===== src/sv/spfd_pkg.sv =====
// shared constants, register codes and control structs for the pulse frame decoder
// no dependencies; used by spfd_ctrl, spfd_dp and sbus_pulse_frame_decoder
package spfd_pkg;

  localparam int FRAME_BYTES   = 25;
  localparam int BITS_PER_BYTE = 12;
  localparam int CHANNEL_COUNT = 18;
  localparam int PULSE_BITS    = 16;

  localparam int WIDTH_W   = 16;
  localparam int VALUE_W   = 16;
  localparam int CHI_W     = 5;
  localparam int CH_BITS   = 11;

  localparam int PROP_CHANNELS = (CHANNEL_COUNT > 16) ? 16 : CHANNEL_COUNT;
  localparam int OUT_COUNT     = PROP_CHANNELS + ((CHANNEL_COUNT > 17) ? 2 : 0);
  localparam int PROP_W        = $clog2(PROP_CHANNELS);
  localparam int DATA_BYTES    = (PROP_CHANNELS * CH_BITS + 7) / 8;
  localparam int DATA_W        = DATA_BYTES * 8;
  localparam int FLAG_INDEX    = DATA_BYTES + 1;

  localparam int SLOT_W     = $clog2(FRAME_BYTES);
  localparam int POS_W      = $clog2(BITS_PER_BYTE);
  localparam int HIGH_LIMIT = BITS_PER_BYTE - 2;

  // (width + 1) / 10 as multiply by reciprocal, exact for operands up to 65536
  localparam int DIV10_RECIP = 52429;
  localparam int DIV10_SHIFT = 19;
  localparam int PROD_W      = 32;
  localparam int QW          = PROD_W - DIV10_SHIFT;

  localparam logic [7:0] HEADER_VALUE = 8'h0f;
  localparam logic [7:0] FLAG_BAD_MASK = 8'h0c;

  localparam int CFG_INDEX_W = 1;
  localparam logic [CFG_INDEX_W-1:0] REG_DIGITAL_LOW  = 1'b0;
  localparam logic [CFG_INDEX_W-1:0] REG_DIGITAL_HIGH = 1'b1;

  typedef struct packed {
    logic load;
    logic step;
    logic rd;
    logic chk;
    logic emit_next;
  } spfd_cmd_t;

  typedef struct packed {
    logic frame_end;
    logic byte_ok;
    logic last_byte;
    logic last_ch;
  } spfd_status_t;

endpackage


===== src/sv/spfd_ctrl.sv =====
// control state machine of the pulse frame decoder
// depends on spfd_pkg; drives the datapath spfd_dp through command and status structs
module spfd_ctrl (
  input  logic                  clk,
  input  logic                  rst,
  input  logic                  in_valid,
  output logic                  in_ready,
  output logic                  out_valid,
  input  logic                  out_ready,
  input  spfd_pkg::spfd_status_t status,
  output spfd_pkg::spfd_cmd_t   cmd
);

  localparam logic [2:0] S_IDLE  = 3'd0;
  localparam logic [2:0] S_STEP  = 3'd1;
  localparam logic [2:0] S_READ  = 3'd2;
  localparam logic [2:0] S_CHECK = 3'd3;
  localparam logic [2:0] S_EMIT  = 3'd4;

  logic [2:0] state;
  logic [2:0] state_next;

  always_ff @(posedge clk) begin
    if (rst) begin
      state <= S_IDLE;
    end else begin
      state <= state_next;
    end
  end

  assign in_ready  = (state == S_IDLE);
  assign out_valid = (state == S_EMIT);

  always_comb begin
    state_next    = state;
    cmd           = '0;
    unique case (state)
      S_IDLE: begin
        if (in_valid) begin
          cmd.load   = 1'b1;
          state_next = S_STEP;
        end
      end
      S_STEP: begin
        cmd.step   = 1'b1;
        state_next = status.frame_end ? S_READ : S_IDLE;
      end
      S_READ: begin
        cmd.rd     = 1'b1;
        state_next = S_CHECK;
      end
      S_CHECK: begin
        cmd.chk = 1'b1;
        if (!status.byte_ok) begin
          state_next = S_IDLE;
        end else if (status.last_byte) begin
          state_next = S_EMIT;
        end else begin
          state_next = S_READ;
        end
      end
      S_EMIT: begin
        if (out_ready) begin
          cmd.emit_next = 1'b1;
          if (status.last_ch) begin
            state_next = S_IDLE;
          end
        end
      end
      default: begin
        state_next = S_IDLE;
      end
    endcase
  end

endmodule


===== src/sv/spfd_dp.sv =====
// datapath of the pulse frame decoder: bit-time conversion, slot assembly,
// byte store, frame checks and channel extraction; depends on spfd_pkg
module spfd_dp (
  input  logic                                   clk,
  input  logic                                   rst,
  input  spfd_pkg::spfd_cmd_t                    cmd,
  output spfd_pkg::spfd_status_t                 status,
  input  logic [spfd_pkg::WIDTH_W-1:0]           in_high,
  input  logic [spfd_pkg::WIDTH_W-1:0]           in_low,
  input  logic                                   cfg_we,
  input  logic [spfd_pkg::CFG_INDEX_W-1:0]       cfg_index,
  input  logic [spfd_pkg::VALUE_W-1:0]           cfg_wdata,
  output logic [spfd_pkg::CHI_W-1:0]             out_index,
  output logic [spfd_pkg::VALUE_W-1:0]           out_value,
  output logic                                   out_last
);

  localparam int BPB = spfd_pkg::BITS_PER_BYTE;
  localparam int QW  = spfd_pkg::QW;

  logic [spfd_pkg::VALUE_W-1:0] digital_low;
  logic [spfd_pkg::VALUE_W-1:0] digital_high;

  logic [QW-1:0]                  hi_bits;
  logic [QW-1:0]                  lo_bits;
  logic [spfd_pkg::PROD_W-1:0]    hi_prod;
  logic [spfd_pkg::PROD_W-1:0]    lo_prod;

  logic [spfd_pkg::SLOT_W-1:0]    slot;
  logic [spfd_pkg::POS_W-1:0]     pos;
  logic [BPB-1:0]                 cur;
  logic [BPB-1:0]                 mem [spfd_pkg::FRAME_BYTES];

  logic [spfd_pkg::SLOT_W-1:0]    idx;
  logic [BPB-1:0]                 rdata;
  logic [spfd_pkg::DATA_W-1:0]    data_bits;
  logic [1:0]                     flags;
  logic [spfd_pkg::CHI_W-1:0]     ch;

  // step logic
  logic [QW:0]                    hi_pos_sum;
  logic                           bad;
  logic [BPB-1:0]                 run;
  logic [BPB-1:0]                 cur_new;
  logic [spfd_pkg::POS_W-1:0]     pos_h;
  logic [spfd_pkg::POS_W-1:0]     room;
  logic                           wrap;
  logic [QW-1:0]                  lo_rem;
  logic                           last_slot;
  logic                           long_gap;
  logic                           resync;

  // check logic
  logic [BPB-1:0]                 v;
  logic [7:0]                     d;

  logic [spfd_pkg::CH_BITS-1:0]   chan [spfd_pkg::PROP_CHANNELS];

  assign hi_prod = spfd_pkg::PROD_W'((17'(in_high) + 17'd1) * 17'(spfd_pkg::DIV10_RECIP));
  assign lo_prod = spfd_pkg::PROD_W'((17'(in_low) + 17'd1) * 17'(spfd_pkg::DIV10_RECIP));

  always_comb begin
    hi_pos_sum = (QW+1)'(hi_bits) + (QW+1)'(pos);
    bad        = (hi_bits == '0) || (lo_bits == '0) ||
                 (hi_pos_sum > (QW+1)'(spfd_pkg::HIGH_LIMIT));
    run        = (BPB'(1) << hi_bits[spfd_pkg::POS_W-1:0]) - BPB'(1);
    cur_new    = cur | (run << pos);
    pos_h      = pos + hi_bits[spfd_pkg::POS_W-1:0];
    room       = spfd_pkg::POS_W'(BPB) - pos_h;
    wrap       = (lo_bits >= QW'(room));
    lo_rem     = wrap ? (lo_bits - QW'(room)) : '0;
    last_slot  = (slot == spfd_pkg::SLOT_W'(spfd_pkg::FRAME_BYTES - 1));
    long_gap   = (lo_rem > QW'(BPB));
    resync     = bad || long_gap || (wrap && last_slot);
  end

  always_ff @(posedge clk) begin
    if (rst) begin
      digital_low  <= '0;
      digital_high <= '1;
    end else if (cfg_we) begin
      case (cfg_index)
        spfd_pkg::REG_DIGITAL_LOW:  digital_low  <= cfg_wdata;
        spfd_pkg::REG_DIGITAL_HIGH: digital_high <= cfg_wdata;
        default: ;
      endcase
    end
  end

  always_ff @(posedge clk) begin
    if (cmd.load) begin
      hi_bits <= hi_prod[spfd_pkg::PROD_W-1:spfd_pkg::DIV10_SHIFT];
      lo_bits <= lo_prod[spfd_pkg::PROD_W-1:spfd_pkg::DIV10_SHIFT];
    end
  end

  always_ff @(posedge clk) begin
    if (rst) begin
      slot <= '0;
      pos  <= '0;
      cur  <= '0;
    end else if (cmd.step) begin
      if (resync) begin
        slot <= '0;
        pos  <= '0;
        cur  <= '0;
      end else if (wrap) begin
        slot <= slot + 1'b1;
        pos  <= '0;
        cur  <= '0;
      end else begin
        pos <= pos_h + lo_bits[spfd_pkg::POS_W-1:0];
        cur <= cur_new;
      end
    end
  end

  // completed slots are written in order, so every entry is fresh when checked
  always_ff @(posedge clk) begin
    if (cmd.step && !bad && wrap) begin
      mem[slot] <= cur_new;
    end
    if (cmd.rd) begin
      rdata <= mem[idx];
    end
  end

  assign v = ~rdata;
  assign d = v[8:1];

  always_comb begin
    status.frame_end = cmd.step && !bad && wrap && last_slot && long_gap;
    status.byte_ok   = !v[0] && (v[BPB-1:BPB-2] == 2'b11) && (v[9] == ^d) &&
                       ((idx != '0) || (d == spfd_pkg::HEADER_VALUE)) &&
                       ((idx != spfd_pkg::SLOT_W'(spfd_pkg::FLAG_INDEX)) ||
                        ((d & spfd_pkg::FLAG_BAD_MASK) == 8'h00));
    status.last_byte = (idx == spfd_pkg::SLOT_W'(spfd_pkg::FRAME_BYTES - 1));
    status.last_ch   = (ch == spfd_pkg::CHI_W'(spfd_pkg::OUT_COUNT - 1));
  end

  always_ff @(posedge clk) begin
    if (rst) begin
      idx <= '0;
      ch  <= '0;
    end else begin
      if (cmd.step) begin
        idx <= '0;
      end else if (cmd.chk) begin
        idx <= idx + 1'b1;
        ch  <= '0;
      end else if (cmd.emit_next) begin
        ch <= ch + 1'b1;
      end
    end
  end

  // channel payload bytes shift in, first byte ends at the bottom
  always_ff @(posedge clk) begin
    if (cmd.chk) begin
      if ((idx != '0) && (idx <= spfd_pkg::SLOT_W'(spfd_pkg::DATA_BYTES))) begin
        data_bits <= {d, data_bits[spfd_pkg::DATA_W-1:8]};
      end
      if (idx == spfd_pkg::SLOT_W'(spfd_pkg::FLAG_INDEX)) begin
        flags <= d[1:0];
      end
    end
  end

  always_comb begin
    for (int c = 0; c < spfd_pkg::PROP_CHANNELS; c++) begin
      chan[c] = data_bits[c*spfd_pkg::CH_BITS +: spfd_pkg::CH_BITS];
    end
  end

  always_comb begin
    out_index = ch;
    out_last  = status.last_ch;
    if (ch < spfd_pkg::CHI_W'(spfd_pkg::PROP_CHANNELS)) begin
      out_value = spfd_pkg::VALUE_W'(chan[ch[spfd_pkg::PROP_W-1:0]])
                  << (spfd_pkg::PULSE_BITS - spfd_pkg::CH_BITS);
    end else if (ch == spfd_pkg::CHI_W'(spfd_pkg::PROP_CHANNELS)) begin
      out_value = flags[0] ? digital_high : digital_low;
    end else begin
      out_value = flags[1] ? digital_high : digital_low;
    end
  end

endmodule


===== src/sv/sbus_pulse_frame_decoder.sv =====
// top level of the pulse-width frame decoder: ports, controller and datapath
// depends on spfd_pkg, spfd_ctrl and spfd_dp
//
// channel  direction  content
// s_axis   in         tdata[15:0] high width us, tdata[31:16] low width us
// m_axis   out        tdata[4:0] channel index, tdata[20:5] channel value, tlast last channel
// cfg      in         cfg_index 0 digital low value, 1 digital high value
//
// an ordinary pulse pair converts its widths to bit times, then updates the slot
// a pair that closes a frame then reads and checks each of the 25 bytes (single read port)
// and then sends the 18 channels out, one channel per cycle while m_axis_tready is high
// one request is in flight at a time; s_axis_tready is low while it is worked on
// reset is synchronous and needs no clearing pass
module sbus_pulse_frame_decoder (
  input  logic                                   clk,
  input  logic                                   rst,
  input  logic                                   s_axis_tvalid,
  output logic                                   s_axis_tready,
  input  logic [31:0]                            s_axis_tdata,  // high_width_us, low_width_us
  output logic                                   m_axis_tvalid,
  input  logic                                   m_axis_tready,
  output logic [23:0]                            m_axis_tdata,  // channel_index, channel_value
  output logic                                   m_axis_tlast,
  input  logic                                   cfg_we,
  input  logic [spfd_pkg::CFG_INDEX_W-1:0]       cfg_index,
  input  logic [spfd_pkg::VALUE_W-1:0]           cfg_wdata
);

  spfd_pkg::spfd_cmd_t    cmd;
  spfd_pkg::spfd_status_t status;

  logic [spfd_pkg::CHI_W-1:0]   channel_index;
  logic [spfd_pkg::VALUE_W-1:0] channel_value;

  spfd_ctrl u_ctrl (
    .clk       (clk),
    .rst       (rst),
    .in_valid  (s_axis_tvalid),
    .in_ready  (s_axis_tready),
    .out_valid (m_axis_tvalid),
    .out_ready (m_axis_tready),
    .status    (status),
    .cmd       (cmd)
  );

  spfd_dp u_dp (
    .clk       (clk),
    .rst       (rst),
    .cmd       (cmd),
    .status    (status),
    .in_high   (s_axis_tdata[15:0]),
    .in_low    (s_axis_tdata[31:16]),
    .cfg_we    (cfg_we),
    .cfg_index (cfg_index),
    .cfg_wdata (cfg_wdata),
    .out_index (channel_index),
    .out_value (channel_value),
    .out_last  (m_axis_tlast)
  );

  assign m_axis_tdata = {3'b000, channel_value, channel_index};

endmodule

===== config.mk =====
export PLATFORM = sky130hd
export DESIGN_NAME = sbus_pulse_frame_decoder
export DESIGN_NICKNAME = d
export VERILOG_FILES = /design/src/sv/spfd_pkg.sv /design/src/sv/spfd_ctrl.sv /design/src/sv/spfd_dp.sv /design/src/sv/sbus_pulse_frame_decoder.sv
export SDC_FILE = /design/constraint.sdc
export NUM_CORES = 1
export LEC_CHECK = 0
export BUFFER_PORTS_ARGS = -buffer_cell sky130_fd_sc_hd__buf_2
export CAP_MARGIN = 30
export CORE_AREA = 2 2 293 295
export DETAILED_ROUTE_END_ITERATION = 8
export DIE_AREA = 0 0 295 297
export PLACE_DENSITY_LB_ADDON = 0.12
export SLEW_MARGIN = 10
export SYNTH_ARGS = -nofsm -noshare
export SYNTH_HDL_FRONTEND = slang
export SYNTH_HIERARCHICAL = 1
export SYNTH_SLANG_ARGS = --single-unit

===== constraint.sdc =====
create_clock -name clk -period 20.9 [get_ports clk]
set_input_delay 2.09 -clock clk [delete_from_list [all_inputs] [get_ports clk]]
set_output_delay 2.09 -clock clk [all_outputs]
set_load 0.02 [all_outputs]

[Word-level counts from Yosys, hierarchy flattened]
Memories as Yosys holds them, arrays and structs flattened. A register that Yosys moved wholly into a read port is not among the register bits.
Index checks and enable logic that the tools add are counted.
Storage, ports and cells
  word-level logic and storage cells: 121
  input port bits: 54
  bits in writable memories: 300
  flip-flop bits (word level): 270
  memories: 1
  output and inout port bits: 27
Memories
  u_dp.mem: words 25, width 12, rd ports 1, clocked after memory_dff 1, wr ports 1, RTL line spfd_dp.sv:32  | logic [BPB-1:0] mem [spfd_pkg::FRAME_BYTES];
Cells by class
  multipliers: 2
  muxes and demuxes: 32
  shift operators: 2
  add/subtract/negate cells: 11
  reductions and logical operators: 34
  order comparisons: 6
  equal/unequal tests: 16
  bitwise logic cells: 5
Operator list (number)
  32-bit by 16-bit multiplier with 32-bit output, second input constant: 2
  16-bit two-way mux: 4
  11-bit binary-select mux with 4-bit select: 1
  16-bit by 1-bit adder with 17-bit output, second input constant: 2
  13-bit logical NOT: 2
  5-bit equality test, second input constant: 5
  12-bit two-way mux: 2
  11-bit two-way mux: 2
  5-bit two-way mux: 4
  5-bit by 1-bit adder with 5-bit output, second input constant: 3
  3-bit two-way mux: 5
  3-bit case mux with 5 select lines: 1
  13-bit by 4-bit adder with 14-bit output: 1
  14-bit by 4-bit greater-than comparator with 1-bit output, second input constant: 1
  13-bit by 4-bit greater-or-equal comparator with 1-bit output: 1
  13-bit by 4-bit greater-than comparator with 1-bit output, second input constant: 1
  13-bit two-way mux: 1
  13-bit by 4-bit subtractor with 13-bit output: 1
  12-bit NOT: 1
  12-bit OR: 1
  2-bit AND reduction: 6
  1-bit by 4-bit << shifter with 12-bit output, first input constant: 1
  12-bit by 4-bit << shifter with 12-bit output: 1
  12-bit by 2-bit subtractor with 12-bit output, second input constant: 1
  29 further kinds: 58

[Depth between registers and ports, before layout]
Gate-level depths: netlist of run 1.
  depth after elaboration: 10
  gate-level depth with buffers: 25
  gate-level depth less buffers: 25

[Modules after synthesis]
The synthesis of run 1 kept the hierarchy.
Modules (own cells, without submodules)
  spfd_dp: times used 1, sequential area each 16756.1 um2, area an instance 33342.0 um2, cells an instance 2359
  spfd_ctrl: times used 1, sequential area each 60.1 um2, area an instance 172.7 um2, cells an instance 19
  sbus_pulse_frame_decoder: times used 1, sequential area each 0.0 um2, area an instance 26.3 um2, cells an instance 4

[Worst setup path after synthesis of run 1]
Ideal clock, no wire load.
  path type: input to register
  from: in s_axis_tdata[3]
  to: reg u_dp.hi_bits[11], data pin
  setup slack: 12.836 ns
  stages on the path: 25
  arrival time: 7.801 ns
  path buffers: 0
  library setup time: 0.262 ns
  required time: 20.638 ns
  cell sequence: and3_1 nand2_1 nor2_1 and3_1 and3_1 xor2_1 ha_1 ha_1 inv_1 fa_1 inv_1 fa_1 fa_1 inv_1 fa_1 inv_1 ha_1 o21a_1 o211ai_1 a21oi_1 o2111a_1 a21o_1 o41ai_2 o21bai_1 xor2_1
Between the ends
  word-level cells in the longest chain between the ends: 2
RTL lines
  start: declaration: RTL line sbus_pulse_frame_decoder.sv:19  | input logic [31:0] s_axis_tdata,
  16-bit by 1-bit adder with 17-bit output: RTL line spfd_dp.sv:59  | assign hi_prod = spfd_pkg::PROD_W'((17'(in_high) + 17'd1) * 17'(spfd_pkg::DIV10_RECIP));
  32-bit by 16-bit multiplier with 32-bit output: RTL line spfd_dp.sv:59
  via u_dp.hi_prod (one bit): RTL line spfd_dp.sv:26  | logic [spfd_pkg::PROD_W-1:0] hi_prod;
  end signal: assignment: RTL line spfd_dp.sv:92  | hi_bits <= hi_prod[spfd_pkg::PROD_W-1:spfd_pkg::DIV10_SHIFT];
  end: declaration: RTL line spfd_dp.sv:24  | logic [QW-1:0] hi_bits;
The timed path passes the listed nets, and every way through them passes these cells.
A chain may end at the register's enable or synchronous reset.

[Final worst setup path of run 1]
  from: in s_axis_tdata[0]
  to: reg u_dp.hi_bits[11], data pin
Same word-level chain as after synthesis.

==> impl_metrics.csv, run 1 <==
group,metric,value,unit
outcome,status,"finished clean",
timing,finalSetupViolations,0,
timing,max_freq,119,MHz
clocking,clock_tree.buffer_depth,3,
global_route,grt_max_degree,69,
pwr,p_comb_share,42.7,%
cells_and_area,fin_cells,3690,
synthesis,avgSynthCellArea,14.1,um2
clocking,cts_setup_buffers,0,
floorplan,dieHeight,297,um
cells_and_area,syn2layout_area_growth,11.9,%
pwr,intPower,0.00286,W
detailed_routing,drtPass1Iterations,5,
global_route,grt_antenna_before_repair,1,
timing,drv_slew,0,
synthesis,ys_ff_latch,582,
worst_setup_path,startpoint_type,"input pin",
clocking,h-tree-depth,2,
pwr,pwr-share-clk,23.6,%
global_route,overflow,0,
synthesis,synth-edff-count,516,
pwr,switching_share,35.3,%
job,max_cap_violations,0,
synthesis,synth_area_leaders,"edfxtp_1, ha_1, fa_1",
detailed_routing,ant_nets,0,
placed_design,dp_hpwl,54500,um
placed_design,dpl.cell_count,3576,
timing,fin_crit,8400,ps
timing,slew_headroom,33.3,%
detailed_routing,vias_per_cell,5.10,
clocking,hold_buffers,0,
floorplan,die_w,295,um
floorplan,pin_count,81,
timing,fin_worst_skew,34.8,ps
pwr,peakVddDrop,0.0901,mV
floorplan,die-area,87600,um2
detailed_routing,wire_per_inst,19.9,um
timing,timing.final.crit_share,40.2,%
pwr,power.density,118,nW/um2
floorplan,rows,107,
detailed_routing,vias,18800,
clocking,root_buffer,"clkbuf_16",
detailed_routing,drt-total-wl,73500,um
worst_setup_path,critPathMaxFanout,5,
clocking,cts_inserted_buffers,59,
worst_setup_path,critPathKind,"input pin to register",
global_route,grt_pass1_wl,116000,um
detailed_routing,drtIter0Drc,1050,
placed_design,place_congestion,0.886,
timing,rsz0062_at_grt,"false",
pwr,leakage,14.8,nW
synthesis,netlist-cell-type-count,78,
clocking,cts_tree,"done",
floorplan,start_util,39.7,%
synthesis,syn_area,33500,um2
synthesis,synthArstFlopShare,0,%
min_path,hp-class,"register to register",
worst_setup_path,required,21240,ps
global_route,gr-usage-all-layers,17.0,%
pwr,p_sw,0.00156,W
synthesis,syn_inst,2382,
worst_setup_path,worstPathArrival,8740,ps
timing,fin_tns_setup,0,ps
synthesis,synth_top_cell_by_area,"edfxtp_1",
cells_and_area,drive_gt1_share,16.0,%
clocking,clock_latency,620,ps
floorplan,core_area,84500,um2
cells_and_area,final_cell_mix,"edfxtp_1, inv_1, ha_1",
synthesis,ys.flop_type,"edfxtp_1",
pwr,sequentialPowerShare,33.8,%
cells_and_area,num-fill-cells,7686,
timing,hold_violations,0,
clocking,ctsResizeCount,0,
global_route,grt_pass1_vias,20000,
timing,worst_pin_slew,998,ps
synthesis,synth_top_cell_area_share,46.2,%
clocking,clk_pin_slew_worst_paths,60,ps
detailed_routing,route.detailed.drc,0,
placed_design,portBuffers,77,
cells_and_area,finalNetCount,3008,
synthesis,ys_seq_area_share,50.1,%
clocking,cts_sinks,582,
worst_setup_path,end_kind,"register",
cells_and_area,final_common_cell,"edfxtp_1",
synthesis,ys_warn_count,6,
[worst max-delay path, cell delays in order]
cell and delay, ps:
buf_2 140, ha_1 220, and3_1 260, nand2_1 70, nor2_1 200, nand3_1 130, xnor2_1 550, ha_1 400
ha_1 290, inv_1 60, fa_1 500, inv_1 50, fa_1 470, fa_1 540, inv_1 50, fa_1 520
inv_1 40, ha_1 300, and4_1 220, a221oi_1 490, nand4_1 210, a21o_1 240, o41ai_2 400, o21bai_1 130
xor2_1 160
[power by group through the flow]
stage	registers (W)	clock network (W)	logic, W
floorplan	0.00151	0	0.00141
global placement	0.00152	0	0.00186
detailed placement	0.00152	0	0.00191
CTS	0.00150	0.00107	0.00192
global route	0.00150	0.00112	0.00219
finish	0.00150	0.00104	0.00189
[worst paths after layout]
path	startpoint	to	slack [ps]	cells after the start
worst max-delay path	s_axis_tdata[0]	u_dp/hi_bits[11]	12500	25
worst min-delay path	u_dp/data_bits[162]	u_dp/data_bits[154]	420	0
worst max register to register	u_dp/pos[1]	u_ctrl/state[1]	15750	15
worst min register to register	u_dp/data_bits[162]	u_dp/data_bits[154]	420	0
[layer usage]
metal | GRT usage [%] | routed length, um
met1 | 24.6 | 34300
met2 | 27.6 | 34900
met3 | 2.17 | 2940
met4 | 3.58 | 1270
met5 | 0 | 0
[logic make-up (layout without fill, tap and decap cells)]
family                     count (synthesis)  after routing  synth area share [%]
DFF                                      582            582                  50.1
adders and majority gates                459            459                  20.9
buffers and inverters                    454            615                  5.23
and+or+nand+nor                          360            360                  5.40
AOI/OAI and AO/OA                        228            228                  4.53
muxes                                    188            188                  10.9
xor gates and xnor gates                 110            110                  2.87
other                                      1              4                0.0112
[stage by stage]
step | power, W | hold slack, ps | cell area [um2] | utilization [%] | worst slack (ps)
detailed placement | 0.00343 | 428 | 35500 | 42.1 | 11830
global route | 0.00480 | 434 | 37500 | 44.4 | 12060
floorplan | 0.00292 | 421 | 33500 | - | 12840
CTS | 0.00449 | 416 | 37500 | 44.4 | 12500
finish | 0.00443 | 415 | 37500 | 44.4 | 12500
global placement | 0.00338 | 426 | 35400 | 41.8 | 11940
[final cells by class]
type	count	area, um2	share of cell area (%)
clock buffers	83	1700	4.53
inverters	376	1410	3.76
clock inverters	28	253	0.674
multi-input cells	1348	15000	40.0
repair buffers	128	868	2.31
flip-flops and latches	582	16800	44.9
diodes	1	2.50	0.00667
well taps	1144	1430	3.81
[flip-flops by register name, indices dropped and copies added, names as in the netlist]
name	count
u_dp/digital_high	16
u_dp/flags	2
u_dp/out_index	5
u_dp/mem	300
u_dp/lo_bits	13
u_dp/idx	5
u_dp/digital_low	16
u_dp/rdata	12
u_dp/data_bits	176
u_dp/slot	5
u_dp/hi_bits	13
u_dp/cur	12
u_dp/pos	4
u_ctrl/state	3
[synth_stat cells (16+ instances only)]
cell type  count
mux4_2       140
edfxtp_1     516
xnor2_1       66
a21oi_1       70
nor3_1        16
a21o_1        28
clkbuf_1      50
mux2i_1       35
xor2_1        44
dfxtp_1       66
inv_1        376
a211o_1       18
nor2_1        93
fa_1         171
ha_1         288
nand2_1       97
nand3_1       30
o21ai_0       42
nor2b_1       16
and3_1        30
No activity file was read; power rests on OpenSTA's default activity.
==> run 2: changes to the inputs <==
==> constraint.sdc (replaced) <==
create_clock -name clk -period 7.77 [get_ports clk]
set_input_delay 0.777 -clock clk [delete_from_list [all_inputs] [get_ports clk]]
set_output_delay 0.777 -clock clk [all_outputs]
set_load 0.02 [all_outputs]
==> run 2 against run 1 <==
Design area grew 0.61%. Worst hold slack worse by 6.1 ps. Global-route usage is 0.11 points higher. Via count about the same. Clock skew increased by 22 ps. Largest power group unchanged. Largest cell class unchanged. Sequential power grew to 2.7 times the previous value. Clock power rose to 2.9 times the previous value. Register-to-register slack got worse by 13000 ps. Critical path type unchanged.
==> impl_metrics.csv, run 2 (synthesized netlist as in run 1, its figures left out) <==
group,metric,value,unit
pwr,leakage,14.9,nW
global_route,grt.met1_usage,24.3,%
floorplan,rows,107,
detailed_routing,vias,18800,
global_route,grt_busiest_layer,"met2",
floorplan,pin_count,81,
clocking,clock_latency,640,ps
worst_setup_path,r2r-start,"u_dp/pos[1]",
detailed_routing,wire_per_inst,19.8,um
cells_and_area,final_common_cell,"edfxtp_1",
min_path,whs_path_depth,0,
cells_and_area,largest_reg_flops,300,
timing,fin_worst_skew,56.8,ps
cells_and_area,drive_gt1_share,16.6,%
detailed_routing,vias_per_cell,5.07,
floorplan,start_util,39.7,%
global_route,grt_max_degree,79,
detailed_routing,route.detailed.drc,0,
timing,max_freq,144,MHz
outcome,status,"finished clean",
timing,worst_pin_slew,976,ps
clocking,cts_setup_buffers,0,
clocking,cts_tree,"done",
cells_and_area,num-fill-cells,7599,
global_route,grt_pass1_wl,117000,um
timing,finalSetupViolations,0,
worst_setup_path,critPathKind,"input pin to register",
placed_design,placed_cell_area,35600,um2
floorplan,core_area,84500,um2
cells_and_area,final_cell_mix,"edfxtp_1, inv_1, ha_1",
global_route,overflow,0,
pwr,switching_share,35.0,%
timing,slew_headroom,34.9,%
clocking,cts_sinks,582,
timing,timing.final.crit_share,89.3,%
global_route,grt.met3_usage,2.12,%
floorplan,die_w,295,um
clocking,h-tree-depth,2,
pwr,peakVddDrop,0.226,mV
timing,drv_slew,0,
clocking,clk_pin_slew_worst_paths,60,ps
cells_and_area,top_regs,"u_dp/mem (300), u_dp/data_bits (176)",
detailed_routing,ant_nets,0,
pwr,intPower,0.00790,W
floorplan,dieHeight,297,um
worst_setup_path,required,8110,ps
worst_setup_path,worstPathArrival,7270,ps
timing,fin_crit,6940,ps
detailed_routing,drtPass1Iterations,5,
worst_setup_path,critPathMaxFanout,5,
worst_setup_path,worstReg2RegEnd,"u_ctrl/state[1]",
placed_design,dp_hpwl,53800,um
pwr,pwr-share-clk,24.7,%
global_route,gr-usage-all-layers,17.1,%
clocking,cts_inserted_buffers,61,
placed_design,portBuffers,77,
detailed_routing,drtIter0Drc,1079,
job,max_cap_violations,0,
clocking,hold_buffers,0,
min_path,hp-class,"register to register",
worst_setup_path,crit_start,"s_axis_tdata[0]",
timing,hold_violations,0,
cells_and_area,syn2layout_area_growth,12.6,%
pwr,sequentialPowerShare,33.1,%
cells_and_area,top_register,"u_dp/mem",
global_route,grt_pass1_vias,20300,
cells_and_area,fin_area,37800,um2
detailed_routing,drt-total-wl,73300,um
timing,rsz0062_at_grt,"false",
clocking,ctsResizeCount,0,
clocking,root_buffer,"clkbuf_16",
pwr,p_comb_share,42.2,%
floorplan,die-area,87600,um2
timing,fin_tns_setup,0,ps
worst_setup_path,startpoint_type,"input pin",
worst_setup_path,r2r_cells,14,
worst_setup_path,r2r_slack,2490,ps
min_path,hold_end,"u_dp/data_bits[135]",
worst_setup_path,end_kind,"register",
cells_and_area,finalNetCount,3026,
global_route,grt_antenna_before_repair,2,
pwr,power.density,322,nW/um2
clocking,clock_tree.buffer_depth,3,
min_path,holdCritStartpoint,"u_dp/data_bits[143]",
global_route,use_met2,28.4,%
placed_design,place_congestion,0.867,
pwr,p_sw,0.00426,W
run 2: per-layer routing:
metal	share of wire, %	wire (um)
met1	46	33900
met2	49	35600
met3	3.7	2680
met4	1.6	1140
met5	0	0
run 2: layout make-up:
cell class / count / area, um2 / area share (%)
multi-input cells: 1348 / 15000 / 39.8
well taps: 1144 / 1430 / 3.79
flip-flops and latches: 582 / 16800 / 44.6
clock buffers: 71 / 1560 / 4.14
diodes: 2 / 5.00 / 0.0133
inverters: 376 / 1410 / 3.74
repair buffers: 144 / 948 / 2.51
clock inverters: 42 / 534 / 1.42
run 2: worst max-delay path: stages:
cell      delay (ps)
buf_2            130
ha_1             210
and3_1           250
nand2_1           70
nor2_1           190
nand3_1          120
xnor2_1          290
ha_1             340
ha_1             300
inv_1             50
fa_1             510
inv_1             50
fa_1             470
fa_1             550
inv_1             60
fa_1             540
inv_1             50
ha_1             290
and4_1           210
a221oi_1         620
nand4_1          240
a21o_1           250
o41ai_2          400
o21bai_1         130
xor2_1           150
run 2: metrics by stage:
stage	setup slack [ps]	hold slack [ps]	total power, W	util, %	cells
finish	831	409	0.0122	44.7	3709
global route	428	406	0.0132	44.7	3709
CTS	830	382	0.0123	44.6	3704
detailed placement	226	428	0.00926	42.1	3591
global placement	368	426	0.00914	42.1	3585
floorplan	1020	421	0.00785	-	2384
run 2: power by group through the flow:
stage / combinational (W) / sequential (W) / clock, W
after floorplan: 0.00380 / 0.00405 / 0
after global placement: 0.00506 / 0.00409 / 0
after detailed placement: 0.00517 / 0.00409 / 0
after CTS: 0.00522 / 0.00402 / 0.00309
after global routing: 0.00595 / 0.00404 / 0.00320
final: 0.00513 / 0.00402 / 0.00300
run 2: how the worst max path moves through the flow:
stage / endpoint / cells past startpoint
floorplan: u_dp/hi_bits[11] / 25
global placement: u_dp/hi_bits[11] / 25
detailed placement: u_dp/hi_bits[11] / 25
CTS: u_dp/hi_bits[11] / 25
global route: u_dp/hi_bits[11] / 26
finish: u_dp/hi_bits[11] / 25
